--- src/rtl/spd_pkg.sv ---
// Package for the spike peak detector: sizes, register indexes, reset values,
// the structs passed between the top level, the lanes and the merging stage.
// No dependencies.
package spd_pkg;

	localparam int NUM_LANES   = 8;
	localparam int SAMPLE_BITS = 16;
	localparam int INDEX_BITS  = 32;

	localparam int VAL_BITS    = SAMPLE_BITS + 1;
	localparam int CMPV_BITS   = (VAL_BITS > 17) ? VAL_BITS : 17;
	localparam int TIME_BITS   = 32;
	localparam int CMP_BITS    = ((INDEX_BITS > TIME_BITS) ? INDEX_BITS : TIME_BITS) + 1;
	localparam int CH_BITS     = 3;
	localparam int USED_BITS   = 4;
	localparam int THR_BITS    = 16;
	localparam int INT_BITS    = 16;
	localparam int CLIP_BITS   = 8;
	localparam int MARGIN_BITS = 7;
	localparam int REC_BITS    = 32;
	localparam int CFG_IDX_BITS  = 3;
	localparam int CFG_DATA_BITS = 32;
	localparam int NUM_SLOTS   = 2 * NUM_LANES;
	localparam int SLOT_BITS   = (NUM_SLOTS > 1) ? $clog2(NUM_SLOTS) : 1;

	// Register indexes on the configuration port.
	localparam logic [CFG_IDX_BITS-1:0] REG_POLARITY   = 3'd0;
	localparam logic [CFG_IDX_BITS-1:0] REG_MODE       = 3'd1;
	localparam logic [CFG_IDX_BITS-1:0] REG_USED       = 3'd2;
	localparam logic [CFG_IDX_BITS-1:0] REG_THRESHOLD  = 3'd3;
	localparam logic [CFG_IDX_BITS-1:0] REG_INTERVAL   = 3'd4;
	localparam logic [CFG_IDX_BITS-1:0] REG_CLIP       = 3'd5;
	localparam logic [CFG_IDX_BITS-1:0] REG_RECORD     = 3'd6;

	// Polarity codes.
	localparam logic [1:0] POL_KEEP   = 2'd0;
	localparam logic [1:0] POL_NEGATE = 2'd1;
	localparam logic [1:0] POL_ABS    = 2'd2;

	// Register reset values.
	localparam logic [1:0]           RST_POLARITY  = POL_KEEP;
	localparam logic [USED_BITS-1:0] RST_USED      = 4'd8;
	localparam logic [THR_BITS-1:0]  RST_THRESHOLD = 16'd1000;
	localparam logic [INT_BITS-1:0]  RST_INTERVAL  = 16'd10;
	localparam logic [CLIP_BITS-1:0] RST_CLIP      = 8'd50;
	localparam logic [REC_BITS-1:0]  RST_RECORD    = 32'hFFFF_FFFF;

	typedef logic signed [VAL_BITS-1:0] val_t;
	typedef logic [INDEX_BITS-1:0] index_t;

	typedef struct packed {
		logic [THR_BITS-1:0]    threshold;
		logic [INT_BITS-1:0]    interval;
		logic [MARGIN_BITS-1:0] margin;
		logic [REC_BITS-1:0]    record_length;
	} lane_cfg_t;

	typedef struct packed {
		logic adv;
		logic active;
		logic eor;
	} lane_ctrl_t;

	typedef struct packed {
		logic   det_v;
		index_t det_t;
		logic   fl_v;
		index_t fl_t;
		logic   pend;
	} lane_evt_t;

	// True when a peak at time t lies clear of both record edges.
	function automatic logic in_margins(input index_t t, input logic [MARGIN_BITS-1:0] m,
			input logic [REC_BITS-1:0] rec);
		logic [CMP_BITS-1:0] sum;
		sum = CMP_BITS'(t) + CMP_BITS'(m);
		return (CMP_BITS'(t) >= CMP_BITS'(m)) && (sum < CMP_BITS'(rec));
	endfunction

endpackage

--- src/rtl/spd_lane.sv ---
// One detector lane: pending peak state, refractory check and flush.
// Depends on spd_pkg.
module spd_lane import spd_pkg::*; (
	input  logic       clk,
	input  logic       arst_n,
	input  lane_ctrl_t ctrl,
	input  lane_cfg_t  cfg,
	input  val_t       v,
	input  index_t     t,
	output lane_evt_t  evt
);

	logic   pend_q;
	index_t idx_q;
	val_t   val_q;

	index_t diff;
	logic   lapse;
	logic   cand;
	logic   pos;
	logic   pend_n;
	index_t idx_n;
	val_t   val_n;

	always_comb begin
		diff   = t - idx_q;
		lapse  = pend_q && (diff > INDEX_BITS'(cfg.interval));
		cand   = signed'(CMPV_BITS'(v)) >= signed'(CMPV_BITS'({1'b0, cfg.threshold}));
		pos    = !val_q[VAL_BITS-1] && (val_q != '0);
		pend_n = pend_q;
		idx_n  = idx_q;
		val_n  = val_q;
		if (ctrl.active) begin
			if (lapse)
				pend_n = 1'b0;
			if (cand) begin
				if (pend_n && pos) begin
					if (v > val_q) begin
						idx_n = t;
						val_n = v;
					end
				end else begin
					pend_n = 1'b1;
					idx_n  = t;
					val_n  = v;
				end
			end
		end
		// A peak of value zero cannot be replaced, so a new candidate pushes it out.
		evt.det_v = ctrl.active && pend_q && (lapse || (cand && !pos)) &&
			in_margins(idx_q, cfg.margin, cfg.record_length);
		evt.det_t = idx_q;
		evt.fl_v  = ctrl.eor && pend_n && in_margins(idx_n, cfg.margin, cfg.record_length);
		evt.fl_t  = idx_n;
		evt.pend  = pend_q;
	end

	always_ff @(posedge clk or negedge arst_n) begin
		if (!arst_n) begin
			pend_q <= 1'b0;
		end else if (ctrl.adv) begin
			pend_q <= pend_n && !ctrl.eor;
		end
	end

	always_ff @(posedge clk) begin
		if (ctrl.adv) begin
			idx_q <= idx_n;
			val_q <= val_n;
		end
	end

endmodule

--- src/rtl/spd_merge.sv ---
// Merging stage: holds the events of one timepoint and hands them out one per
// cycle unless stalled, lowest slot first, through the output register. Depends on spd_pkg.
module spd_merge import spd_pkg::*; (
	input  logic                 clk,
	input  logic                 arst_n,
	input  logic                 load,
	input  lane_evt_t            lane_evt [NUM_LANES],
	input  logic                 per_channel,
	output logic                 free,
	output logic                 event_valid,
	input  logic                 event_stall,
	output logic [TIME_BITS-1:0] event_time,
	output logic [CH_BITS-1:0]   event_channel,
	output logic                 last_of_run
);

	logic [NUM_SLOTS-1:0] mask_q;
	index_t               time_q [NUM_SLOTS];
	logic                 out_valid_q;

	logic [SLOT_BITS-1:0] sel;
	logic [NUM_SLOTS-1:0] remaining;
	logic                 out_load;
	logic                 pop;
	logic [NUM_SLOTS-1:0] new_mask;

	always_comb begin
		sel = '0;
		for (int k = NUM_SLOTS - 1; k >= 0; k--) begin
			if (mask_q[k])
				sel = SLOT_BITS'(k);
		end
		remaining = mask_q;
		remaining[sel] = 1'b0;
		out_load = !out_valid_q || !event_stall;
		pop      = out_load && (mask_q != '0);
		free     = (mask_q == '0) || (pop && (remaining == '0));
		for (int m = 0; m < NUM_LANES; m++) begin
			new_mask[m]             = lane_evt[m].det_v;
			new_mask[m + NUM_LANES] = lane_evt[m].fl_v;
		end
	end

	always_ff @(posedge clk or negedge arst_n) begin
		if (!arst_n) begin
			mask_q      <= '0;
			out_valid_q <= 1'b0;
		end else begin
			if (load)
				mask_q <= new_mask;
			else if (pop)
				mask_q <= remaining;
			if (out_load)
				out_valid_q <= (mask_q != '0);
		end
	end

	always_ff @(posedge clk) begin
		if (load) begin
			for (int m = 0; m < NUM_LANES; m++) begin
				time_q[m]             <= lane_evt[m].det_t;
				time_q[m + NUM_LANES] <= lane_evt[m].fl_t;
			end
		end
		if (pop) begin
			event_time    <= TIME_BITS'(time_q[sel]);
			event_channel <= per_channel ? CH_BITS'(sel % NUM_LANES) : '0;
			last_of_run   <= (remaining == '0);
		end
	end

	assign event_valid = out_valid_q;

endmodule

--- src/rtl/spike_peak_detector.sv ---
// Top level of the spike peak detector: configuration registers, rectifying
// input stage, detector lanes and the merging stage. Depends on spd_pkg,
// spd_lane and spd_merge.
//
//   Channel   Handshake                     Payload
//   --------  ----------------------------  ---------------------------------------
//   samples   sample_valid / sample_stall   sample_0..sample_7, end_of_record
//   events    event_valid / event_stall     event_time, event_channel, last_of_run
//   config    cfg_we                        cfg_index, cfg_data
//
// A timepoint is taken every cycle while sample_stall is low. It is rectified in
// the first stage, the lanes update their pending peaks in the second, and the
// merging stage then sends out its events one per cycle while event_stall is low,
// through the single output register, taking the next timepoint only once it is
// empty or is sending its last event. Reset sets the configuration registers to
// their reset values and clears the counter and every pending flag at once;
// there is no clearing pass. A stall on the event side backs up into sample_stall
// only once the rectifying stage and the merger both hold work.
module spike_peak_detector import spd_pkg::*; (
	input  logic                          clk,
	input  logic                          arst_n,
	input  logic                          cfg_we,
	input  logic [CFG_IDX_BITS-1:0]       cfg_index,
	input  logic [CFG_DATA_BITS-1:0]      cfg_data,
	input  logic                          sample_valid,
	output logic                          sample_stall,
	input  logic signed [SAMPLE_BITS-1:0] sample_0,
	input  logic signed [SAMPLE_BITS-1:0] sample_1,
	input  logic signed [SAMPLE_BITS-1:0] sample_2,
	input  logic signed [SAMPLE_BITS-1:0] sample_3,
	input  logic signed [SAMPLE_BITS-1:0] sample_4,
	input  logic signed [SAMPLE_BITS-1:0] sample_5,
	input  logic signed [SAMPLE_BITS-1:0] sample_6,
	input  logic signed [SAMPLE_BITS-1:0] sample_7,
	input  logic                          end_of_record,
	output logic                          event_valid,
	input  logic                          event_stall,
	output logic [TIME_BITS-1:0]          event_time,
	output logic [CH_BITS-1:0]            event_channel,
	output logic                          last_of_run
);

	// Configuration registers.
	logic [1:0]           polarity_q;
	logic                 mode_q;
	logic [USED_BITS-1:0] used_q;
	logic [THR_BITS-1:0]  threshold_q;
	logic [INT_BITS-1:0]  interval_q;
	logic [CLIP_BITS-1:0] clip_q;
	logic [REC_BITS-1:0]  record_q;

	always_ff @(posedge clk or negedge arst_n) begin
		if (!arst_n) begin
			polarity_q  <= RST_POLARITY;
			mode_q      <= 1'b0;
			used_q      <= RST_USED;
			threshold_q <= RST_THRESHOLD;
			interval_q  <= RST_INTERVAL;
			clip_q      <= RST_CLIP;
			record_q    <= RST_RECORD;
		end else if (cfg_we) begin
			unique case (cfg_index)
				REG_POLARITY:  polarity_q  <= cfg_data[1:0];
				REG_MODE:      mode_q      <= cfg_data[0];
				REG_USED:      used_q      <= cfg_data[USED_BITS-1:0];
				REG_THRESHOLD: threshold_q <= cfg_data[THR_BITS-1:0];
				REG_INTERVAL:  interval_q  <= cfg_data[INT_BITS-1:0];
				REG_CLIP:      clip_q      <= cfg_data[CLIP_BITS-1:0];
				REG_RECORD:    record_q    <= cfg_data[REC_BITS-1:0];
				default: ;
			endcase
		end
	end

	// Lanes in use, held to the range one to NUM_LANES.
	logic [USED_BITS-1:0]   used_lanes;
	logic [CLIP_BITS:0]     clip_half;
	logic [MARGIN_BITS-1:0] margin;
	lane_cfg_t              lane_cfg;

	always_comb begin
		if (used_q == '0)
			used_lanes = USED_BITS'(1);
		else if (used_q > USED_BITS'(NUM_LANES))
			used_lanes = USED_BITS'(NUM_LANES);
		else
			used_lanes = used_q;
		// The edge margin is half the clip, rounded up, less one; no margin for an empty clip.
		clip_half = ({1'b0, clip_q} + (CLIP_BITS+1)'(1)) >> 1;
		margin    = (clip_q == '0) ? '0 : MARGIN_BITS'(clip_half - (CLIP_BITS+1)'(1));
		lane_cfg.threshold     = threshold_q;
		lane_cfg.interval      = interval_q;
		lane_cfg.margin        = margin;
		lane_cfg.record_length = record_q;
	end

	function automatic val_t rectify(input logic signed [SAMPLE_BITS-1:0] x,
			input logic [1:0] pol);
		val_t xe;
		xe = VAL_BITS'(x);
		case (pol)
			POL_KEEP:   return xe;
			POL_NEGATE: return -xe;
			default:    return xe[VAL_BITS-1] ? -xe : xe;
		endcase
	endfunction

	// First stage: rectify every lane and, in combined mode, take the largest
	// rectified value over the lanes in use (never below zero) into lane 0.
	logic signed [SAMPLE_BITS-1:0] samples [8];
	val_t rect [NUM_LANES];
	val_t best;

	assign samples[0] = sample_0;
	assign samples[1] = sample_1;
	assign samples[2] = sample_2;
	assign samples[3] = sample_3;
	assign samples[4] = sample_4;
	assign samples[5] = sample_5;
	assign samples[6] = sample_6;
	assign samples[7] = sample_7;

	always_comb begin
		best = '0;
		for (int m = 0; m < NUM_LANES; m++) begin
			rect[m] = rectify(samples[m], polarity_q);
			if ((USED_BITS'(m) < used_lanes) && (rect[m] > best))
				best = rect[m];
		end
	end

	logic valid_s1;
	logic eor_s1;
	val_t val_s1 [NUM_LANES];
	logic merge_free;
	logic det_adv;
	logic s1_load;

	assign det_adv      = valid_s1 && merge_free;
	assign s1_load      = !valid_s1 || det_adv;
	assign sample_stall = !s1_load;

	always_ff @(posedge clk or negedge arst_n) begin
		if (!arst_n) begin
			valid_s1 <= 1'b0;
		end else if (s1_load) begin
			valid_s1 <= sample_valid;
		end
	end

	always_ff @(posedge clk) begin
		if (s1_load && sample_valid) begin
			eor_s1    <= end_of_record;
			val_s1[0] <= mode_q ? rect[0] : best;
			for (int m = 1; m < NUM_LANES; m++)
				val_s1[m] <= rect[m];
		end
	end

	// Second stage: the sample counter and the detector lanes.
	index_t counter_q;

	always_ff @(posedge clk or negedge arst_n) begin
		if (!arst_n) begin
			counter_q <= '0;
		end else if (det_adv) begin
			counter_q <= eor_s1 ? '0 : counter_q + INDEX_BITS'(1);
		end
	end

	lane_ctrl_t lane_ctrl [NUM_LANES];
	lane_evt_t  lane_evt  [NUM_LANES];

	for (genvar g = 0; g < NUM_LANES; g++) begin : g_lane
		// Combined mode runs only the lane 0 detector; the others keep their
		// pending peaks until a later timepoint uses them or a flush sends them.
		assign lane_ctrl[g].adv    = det_adv;
		assign lane_ctrl[g].active = mode_q ? (USED_BITS'(g) < used_lanes) : (g == 0);
		assign lane_ctrl[g].eor    = eor_s1;

		spd_lane u_lane (
			.clk    (clk),
			.arst_n (arst_n),
			.ctrl   (lane_ctrl[g]),
			.cfg    (lane_cfg),
			.v      (val_s1[g]),
			.t      (counter_q),
			.evt    (lane_evt[g])
		);
	end

	spd_merge u_merge (
		.clk           (clk),
		.arst_n        (arst_n),
		.load          (det_adv),
		.lane_evt      (lane_evt),
		.per_channel   (mode_q),
		.free          (merge_free),
		.event_valid   (event_valid),
		.event_stall   (event_stall),
		.event_time    (event_time),
		.event_channel (event_channel),
		.last_of_run   (last_of_run)
	);

	logic [NUM_LANES-1:0] pend_all;

	always_comb begin
		for (int m = 0; m < NUM_LANES; m++)
			pend_all[m] = lane_evt[m].pend;
	end

`ifndef ASSERT_OFF
	a_counter_restart: assert property (@(posedge clk) disable iff (!arst_n)
		det_adv && eor_s1 |=> counter_q == '0)
		else $error("sample counter did not restart after end of record");

	a_counter_step: assert property (@(posedge clk) disable iff (!arst_n)
		det_adv && !eor_s1 |=> counter_q == $past(counter_q) + INDEX_BITS'(1))
		else $error("sample counter did not advance by one");

	a_flush_clears: assert property (@(posedge clk) disable iff (!arst_n)
		det_adv && eor_s1 |=> pend_all == '0)
		else $error("a peak stayed pending after end of record");

	a_stall_needs_work: assert property (@(posedge clk) disable iff (!arst_n)
		sample_stall |-> valid_s1 && !merge_free)
		else $error("input stalled with room in the pipeline");
`endif

endmodule

--- config.mk ---
export PLATFORM = sky130hd
export DESIGN_NAME = spike_peak_detector
export DESIGN_NICKNAME = d
export VERILOG_FILES = /design/src/rtl/spd_pkg.sv /design/src/rtl/spd_lane.sv /design/src/rtl/spd_merge.sv /design/src/rtl/spike_peak_detector.sv
export SDC_FILE = /design/constraint.sdc
export NUM_CORES = 2
export LEC_CHECK = 0
export BUFFER_PORTS_ARGS = -buffer_cell sky130_fd_sc_hd__buf_2
export CAP_MARGIN = 20
export CELL_PAD_IN_SITES_DETAIL_PLACEMENT = 1
export CELL_PAD_IN_SITES_GLOBAL_PLACEMENT = 1
export CORE_MARGIN = 5
export CORE_UTILIZATION = 30
export DETAILED_ROUTE_END_ITERATION = 10
export PLACE_DENSITY = 0.54
export SYNTH_ARGS = -nofsm -noshare
export SYNTH_HDL_FRONTEND = slang
export SYNTH_SLANG_ARGS = --single-unit
export TNS_END_PERCENT = 100
--- constraint.sdc ---
create_clock -name clk -period 21.1 [get_ports clk]
set_input_delay 1.055 -clock clk [delete_from_list [all_inputs] [get_ports clk]]
set_output_delay 1.055 -clock clk [all_outputs]
set_load 0.005 [all_outputs]
== Word-level counts from Yosys, hierarchy flattened ==
Memories as Yosys holds them, arrays and structs flattened. A register that Yosys moved wholly into a read port is not among the register bits.
Cells that the tools add are included.

* Register bits after elaboration: 534
* Memory bits (writable): 648
* Bits of input ports: 169
* Output and inout bits: 38
* Word-level logic and storage cells: 488
* Memories: 2

{| class="wikitable"
|+ Memories
! name !! depth !! bits a word !! rd ports !! clocked after memory_dff !! wr ports !! line !! RTL
|-
| u_merge.time_q || 16 || 32 || 1 || 1 || 16 || spd_merge.sv:18 || <nowiki>index_t time_q [NUM_SLOTS];</nowiki>
|-
| val_s1 || 8 || 17 || 8 || 0 || 8 || spike_peak_detector.sv:134 || <nowiki>val_t val_s1 [NUM_LANES];</nowiki>
|}

* $add $sub $neg: 35
* Magnitude comparators: 75
* Equality and inequality tests: 15
* Multiplexer cells: 149
* Bitwise operators: 2
* Reductions and logical operators: 172

{| class="wikitable"
|+ Operator list
! operator !! number
|-
| 2-to-1 mux 32 bit || 33
|-
| 2-to-1 mux 17 bit || 33
|-
| adder 32 x 7 -> 33 bit || 16
|-
| < comparator 33 x 32 -> 1 bit || 16
|-
| >= comparator 32 x 7 -> 1 bit || 16
|-
| case mux 17 bit (2 select lines) || 8
|-
| greater-than comparator 32 x 16 -> 1 bit || 8
|-
| subtractor 32 bit || 8
|-
| greater-than comparator 17 bit || 15
|-
| >= comparator 17 bit || 8
|-
| negation 16 -> 17 bit || 8
|-
| nonzero test 17 bit || 8
|-
| logical AND 1 bit || 109
|-
| 2-to-1 mux 4 bit || 18
|-
| 2-to-1 mux 1 bit || 53
|-
| adder 32 x 1 -> 32 bit (second input constant) || 1
|-
| zero test 16 bit || 2
|-
| 2-to-1 mux 16 bit || 2
|-
| AND reduction 4 bit || 8
|-
| zero test 1 bit || 21
|-
| greater-than comparator 17 x 1 -> 1 bit (second input constant) || 1
|-
| bitwise AND 16 bit || 1
|-
| < comparator 3 x 4 -> 1 bit (first input constant) || 4
|-
| inequality test 2 bit (second input constant) || 8
|-
| 22 further kinds || 43
|}

== Longest topological paths before layout ==
* Word-level depth: 30
* Depth in mapped cells: 114
* Depth with buffers taken out: 105

== Modules after synthesis ==
A second synthesis with hierarchy kept.

* Cell total of the unflattened synthesis: 12183
* Area total of the unflattened synthesis: 110757.5 um^2

{| class="wikitable"
|+ Modules (own cells, without submodules)
! module !! times used !! cells an instance !! area an instance (um^2) !! sequential area each (um^2)
|-
| spd_lane (g_lane[2].u_lane ...) || 4 || 1164 || 9036.2 || 1496.4
|-
| spd_merge || 1 || 1485 || 22193.8 || 16881.2
|-
| spd_lane (g_lane[0].u_lane ...) || 2 || 1063 || 8871.0 || 1496.4
|-
| spike_peak_detector || 1 || 1728 || 16956.3 || 6971.7
|-
| spd_lane (g_lane[5].u_lane) || 1 || 1080 || 8894.8 || 1496.4
|-
| spd_lane (g_lane[1].u_lane) || 1 || 1108 || 8826.0 || 1496.4
|}

== Least setup slack after synthesis ==
OpenSTA, ideal clock, no wires.

* Path type: register -> register
* Start: register u_merge.mask_q[14]
* End: register g_lane[0].u_lane.val_q[0] (enable)
* Arrival time: 18753 ps
* Required time: 20723 ps
* Slack: 1970 ps
* Cell stages (with the launch flop): 24
* Path buffers: 3
* Clock period less this slack: 19130 ps
* Cell sequence: dfrtp_1 -> inv_1 -> a21oi_1 -> o21bai_1 -> a21oi_1 -> nor2_1 -> nor2_1 -> nor2_1 -> nor2_1 -> nor2_1 -> nor2_1 -> nor2_1 -> nor2_1 -> or4_1 -> a21oi_1 -> o22ai_1 -> nor4_1 -> a21oi_1 -> nand2b_1 -> clkbuf_1 -> inv_1 -> clkbuf_1 -> buf_1 -> and2_1

* Word-level cells in the longest chain between the ends: 26
* Elaborated cells on any way between the ends: 30
* Classes of those cells: 2 x order compare; 17 x mux; 2 x bitwise; 9 x reduce/logical

{| class="wikitable"
|+ Ends and longest elaborated chain
! what !! line !! RTL
|-
| start, declared || spd_merge.sv:17 || <nowiki>logic [NUM_SLOTS-1:0] mask_q;</nowiki>
|-
| start signal, assigned || spd_merge.sv:50 || <nowiki>mask_q <= new_mask;</nowiki>
|-
| start signal, assigned || spd_merge.sv:52 || <nowiki>mask_q <= remaining;</nowiki>
|-
| 2-to-1 mux 4 bit (15 in series) || spd_merge.sv:30 || <nowiki>if (mask_q[k])</nowiki>
|-
| < comparator 4 x 5 -> 1 bit (not written as such) or >= comparator 4 x 1 -> 1 bit (tied branches) || spd_merge.sv:34 || <nowiki>remaining[sel] = 1'b0;</nowiki>
|-
| logical AND 1 bit (not written as such) || spd_merge.sv:34 ||
|-
| 2-to-1 mux 1 bit (not written as such) || spd_merge.sv:34 ||
|-
| demux 1 bit (select 4 bit) || - ||
|-
| NOT 16 bit (no source line) || - ||
|-
| bitwise AND 16 bit (no source line) || - ||
|-
| zero test 16 bit || spd_merge.sv:37 || <nowiki>free = (mask_q == '0) || (pop && (remaining == '0));</nowiki>
|-
| logical AND 1 bit || spd_merge.sv:37 ||
|-
| logical OR 1 bit * || spd_merge.sv:37 ||
|-
| logical AND 1 bit * || spike_peak_detector.sv:139 || <nowiki>assign det_adv = valid_s1 && merge_free;</nowiki>
|-
| named net det_adv || spike_peak_detector.sv:136 || <nowiki>logic det_adv;</nowiki>
|-
| AND reduction 4 bit (no source line) * || - ||
|-
| end signal, assigned || spd_lane.sv:69 || <nowiki>val_q <= val_n;</nowiki>
|-
| end, declared || spd_lane.sv:15 || <nowiki>val_t val_q;</nowiki>
|}

The timed path passes the listed nets; every way through them passes the cells marked *.
A chain may end at the register's enable or synchronous reset.

==> flow_metrics.env <==
export IMPL_path_max_fanout=16
export IMPL_global_route_met2_usage_pct=44.0
export IMPL_cp_data_arrival_time_ns=19.99
export IMPL_path_class="input pin to flip-flop"
export IMPL_clock_tree_htree_level_count=4
export IMPL_hpwl_after_detailed_placement_um=354000
export IMPL_clock_tree_buffer_depth=4
export IMPL_grt_overflow_total=0
export IMPL_synth_top_flop_cell="edfxtp_1"
export IMPL_tightestPinTransition_ns=1.19
export IMPL_seq_area_frac_synth_pct=29.8
export IMPL_placed_area_mm2=0.102
export IMPL_final_cell_area_excluding_filler_cells_mm2=0.107
export IMPL_critical_path_required_ns=21.75
export IMPL_clk_latency_ns=0.87
export IMPL_tritoncts_clock_tree="yes"
export IMPL_number_of_flops_mapped_to_enable_cells_by_yosys=821
export IMPL_clock_fmax_ghz=0.0517
export IMPL_yosys_cell_types_count=106
export IMPL_final_max_slew_violation_count=0
export IMPL_routed_wire_length_per_instance_um=28.8
export IMPL_syn_avg_cell_area_um2=8.90
export IMPL_synth_async_reset_ratio_pct=14.3
export IMPL_run_status="completed"
export IMPL_io_buffer_count=206
export IMPL_clkSinkCount=958
export IMPL_ctsHoldBuffers=0
export IMPL_synth_cells=10600
export IMPL_first_iter_violations=5716
export IMPL_worstSetupEndpointType="flip-flop"
export IMPL_grt_start_max_net_pins=129
export IMPL_layout_cells_most_common_list="ha_1, nor2_1, edfxtp_1"
export IMPL_netlist_top_cell_by_area="edfxtp_1"
export IMPL_met1_usage_pct=34.5
export IMPL_grt_first_pass_wirelength_um=626000
export IMPL_totalWireLength_um=439000
export IMPL_multiInputGateArea_mm2=0.0622
export IMPL_worst_hold_path_type="input pin to async pin"
export IMPL_gp_congestion=0.929
export IMPL_detailedRoute_firstPassIterationCount=7
export IMPL_register_area_mm2=0.0281
export IMPL_grt_most_used_layer="met2"
export IMPL_clock_pin_slew_on_the_worst_setup_and_hold_paths_ns=0.06
export IMPL_std_cell_rows=206
export IMPL_timing_reg2reg_worst_path_depth=91
export IMPL_timing_critical_path_mode_cell="a21oi_1"
export IMPL_die_h_um=571
export IMPL_areaGrowthSynthToFinish_pct=13.6
export IMPL_post_route_period_util_pct=91.7
export IMPL_final_layout_size_suffix_gt1_share_pct=10.4
export IMPL_post_cts_resized=0
export IMPL_reg2reg_slack_ns=1.96
export IMPL_rr_startpoint="polarity_q[1]"
export IMPL_synth_top_cells_by_area="edfxtp_1, ha_1, xnor2_1, o21ai_0, nor2_1"
export IMPL_period_minus_slack_ns=19.34
export IMPL_routed_via_density=5.58
export IMPL_initial_core_util_pct=30.1
export IMPL_ys_warn_count=0
export IMPL_hold_viol_final=0
export IMPL_whs_ns=0.242
export IMPL_drt_antenna_violating_nets=0
export IMPL_cts_inserted_buffers=144
export IMPL_antenna_found_initial=47
export IMPL_fin_setup_tns_ns=0
export IMPL_mostFrequentLayoutCell="ha_1"
export IMPL_setup_viol_count_final=0
export IMPL_fin_nets=12700
export IMPL_critical_path_top_delay_cell="o21a_2"
export IMPL_max_slew_margin_pct=20.6
export IMPL_fill_cells=36300
export IMPL_drcViolationCount=0
export IMPL_cap_viol_max_count=0
export IMPL_critical_path_max_stage_delay_ns=0.46
export IMPL_clock_root_buffer="clkbuf_16"
export IMPL_track_usage_pct=26.1
export IMPL_synth_top_area_share_pct=26.1
export IMPL_postSynthRegisterBits=958
export IMPL_grt_use_met3_pct=3.04
export IMPL_die_x_um=571
export IMPL_syn_area_mm2=0.0944
export IMPL_core_region_area_mm2=0.314
export IMPL_post_cts_buffers=0
export IMPL_num_vias=84900
export IMPL_r2r_end="val_s1[0][11]"
export IMPL_grt_setup_unrepaired="no"
export IMPL_die_area_mm2=0.326
export IMPL_postSynthNetCount=12300
export IMPL_start_kind="input pin"
export IMPL_ios=207
export IMPL_grt_pass1_vias=88500
export IMPL_finClkSkew_ns=0.0648
export IMPL_finalCoreUtilization_pct=34.1
-- critical path: cells and delay by family --
family	cells	cell delay [ns]
compound gates	37	8.18
simple gates	43	6.46
fa+ha+maj	8	2.20
buf+inv	9	1.17
mux	3	0.87
-- cells by family after synthesis --
group           after synthesis  synth area share (%)
flops                       958                  29.8
fa+ha+maj                  1523                  20.4
xor+xnor                    724                  6.71
mux                         465                  5.20
other cells                   1               0.00397
compound gates             2568                  17.1
simple gates               3190                  16.1
buf+inv                    1177                  4.70
-- synthesized netlist by cell type, types with 53 or more instances --
cell type     n
ha_1       1497
nor2_1      982
edfxtp_1    821
inv_1       821
nand2_1     783
o21ai_0     743
a21oi_1     641
xnor2_1     487
clkbuf_1    298
o21a_1      290
nand3_1     273
mux2i_1     265
xor2_1      237
mux2_2      198
nor3_1      186
nand2b_1    183
nor2b_1     173
a21o_1      171
nand4_1     167
nor4_1      165
a211oi_1     98
dfrtp_1      93
a21boi_0     68
o31ai_1      67
o21bai_1     64
o211ai_1     63
and3_1       54
a31oi_1      53
-- area by class of cell --
type | count | area share [%]
antenna | 5 | 0.0117
clock buffer | 176 | 3.57
clock inverter | 77 | 0.923
inverter | 822 | 2.88
multi-input combinational | 8472 | 58.0
sequential | 958 | 26.2
tap | 4160 | 4.85
timing repair buffer | 564 | 3.57
-- layer usage --
| layer | vias up | wire length [µm] |
|---|---|---|
| met5 | - | 34 |
| met4 | 6 | 17500 |
| met3 | 546 | 20300 |
| met2 | 2010 | 205000 |
| met1 | 43200 | 196000 |
| li1 | 39200 | - |
-- worst max-delay path by stage --
stage                             startpoint  slack, ns                        end
after global routing             sample_0[5]       0.05               val_s1[0][2]
after detailed placement         sample_0[5]       0.33              val_s1[0][11]
final                            sample_0[5]       1.76              val_s1[0][11]
after floorplan           u_merge.mask_q[14]       1.97  g_lane[0].u_lane.val_q[0]
after global placement           sample_0[5]       0.27               val_s1[0][7]
after CTS                        sample_0[5]       1.16              val_s1[0][11]
-- sequential cells by signal, summed over array words and instances, names as in the netlist --
register               flops
record_q                  32
eor_s1                     1
u_merge.time_q           512
polarity_q                 2
val_s1                   136
g_lane.u_lane.val_q      136
counter_q                 32
u_merge.event_channel      3
u_merge.last_of_run        1
mode_q                     1
u_merge.mask_q            16
interval_q                16
u_merge.event_time        32
used_q                     4
valid_s1                   1
u_merge.event_valid        1
threshold_q               16
clip_q                     8
g_lane.u_lane.pend_q       8
-- per-stage QoR --
| step | worst slack, ns | instances |
|---|---|---|
| finish | 1.76 | 15200 |
| global route | 0.0482 | 15200 |
| CTS | 1.16 | 15200 |
| detailed placement | 0.330 | 15000 |
| global placement | 0.266 | 15000 |
| floorplan | 1.97 | 10600 |
Power is left out: the tool's default activity adds up to more than one toggle a clock period on the data nets, which glitch-free logic cannot reach.
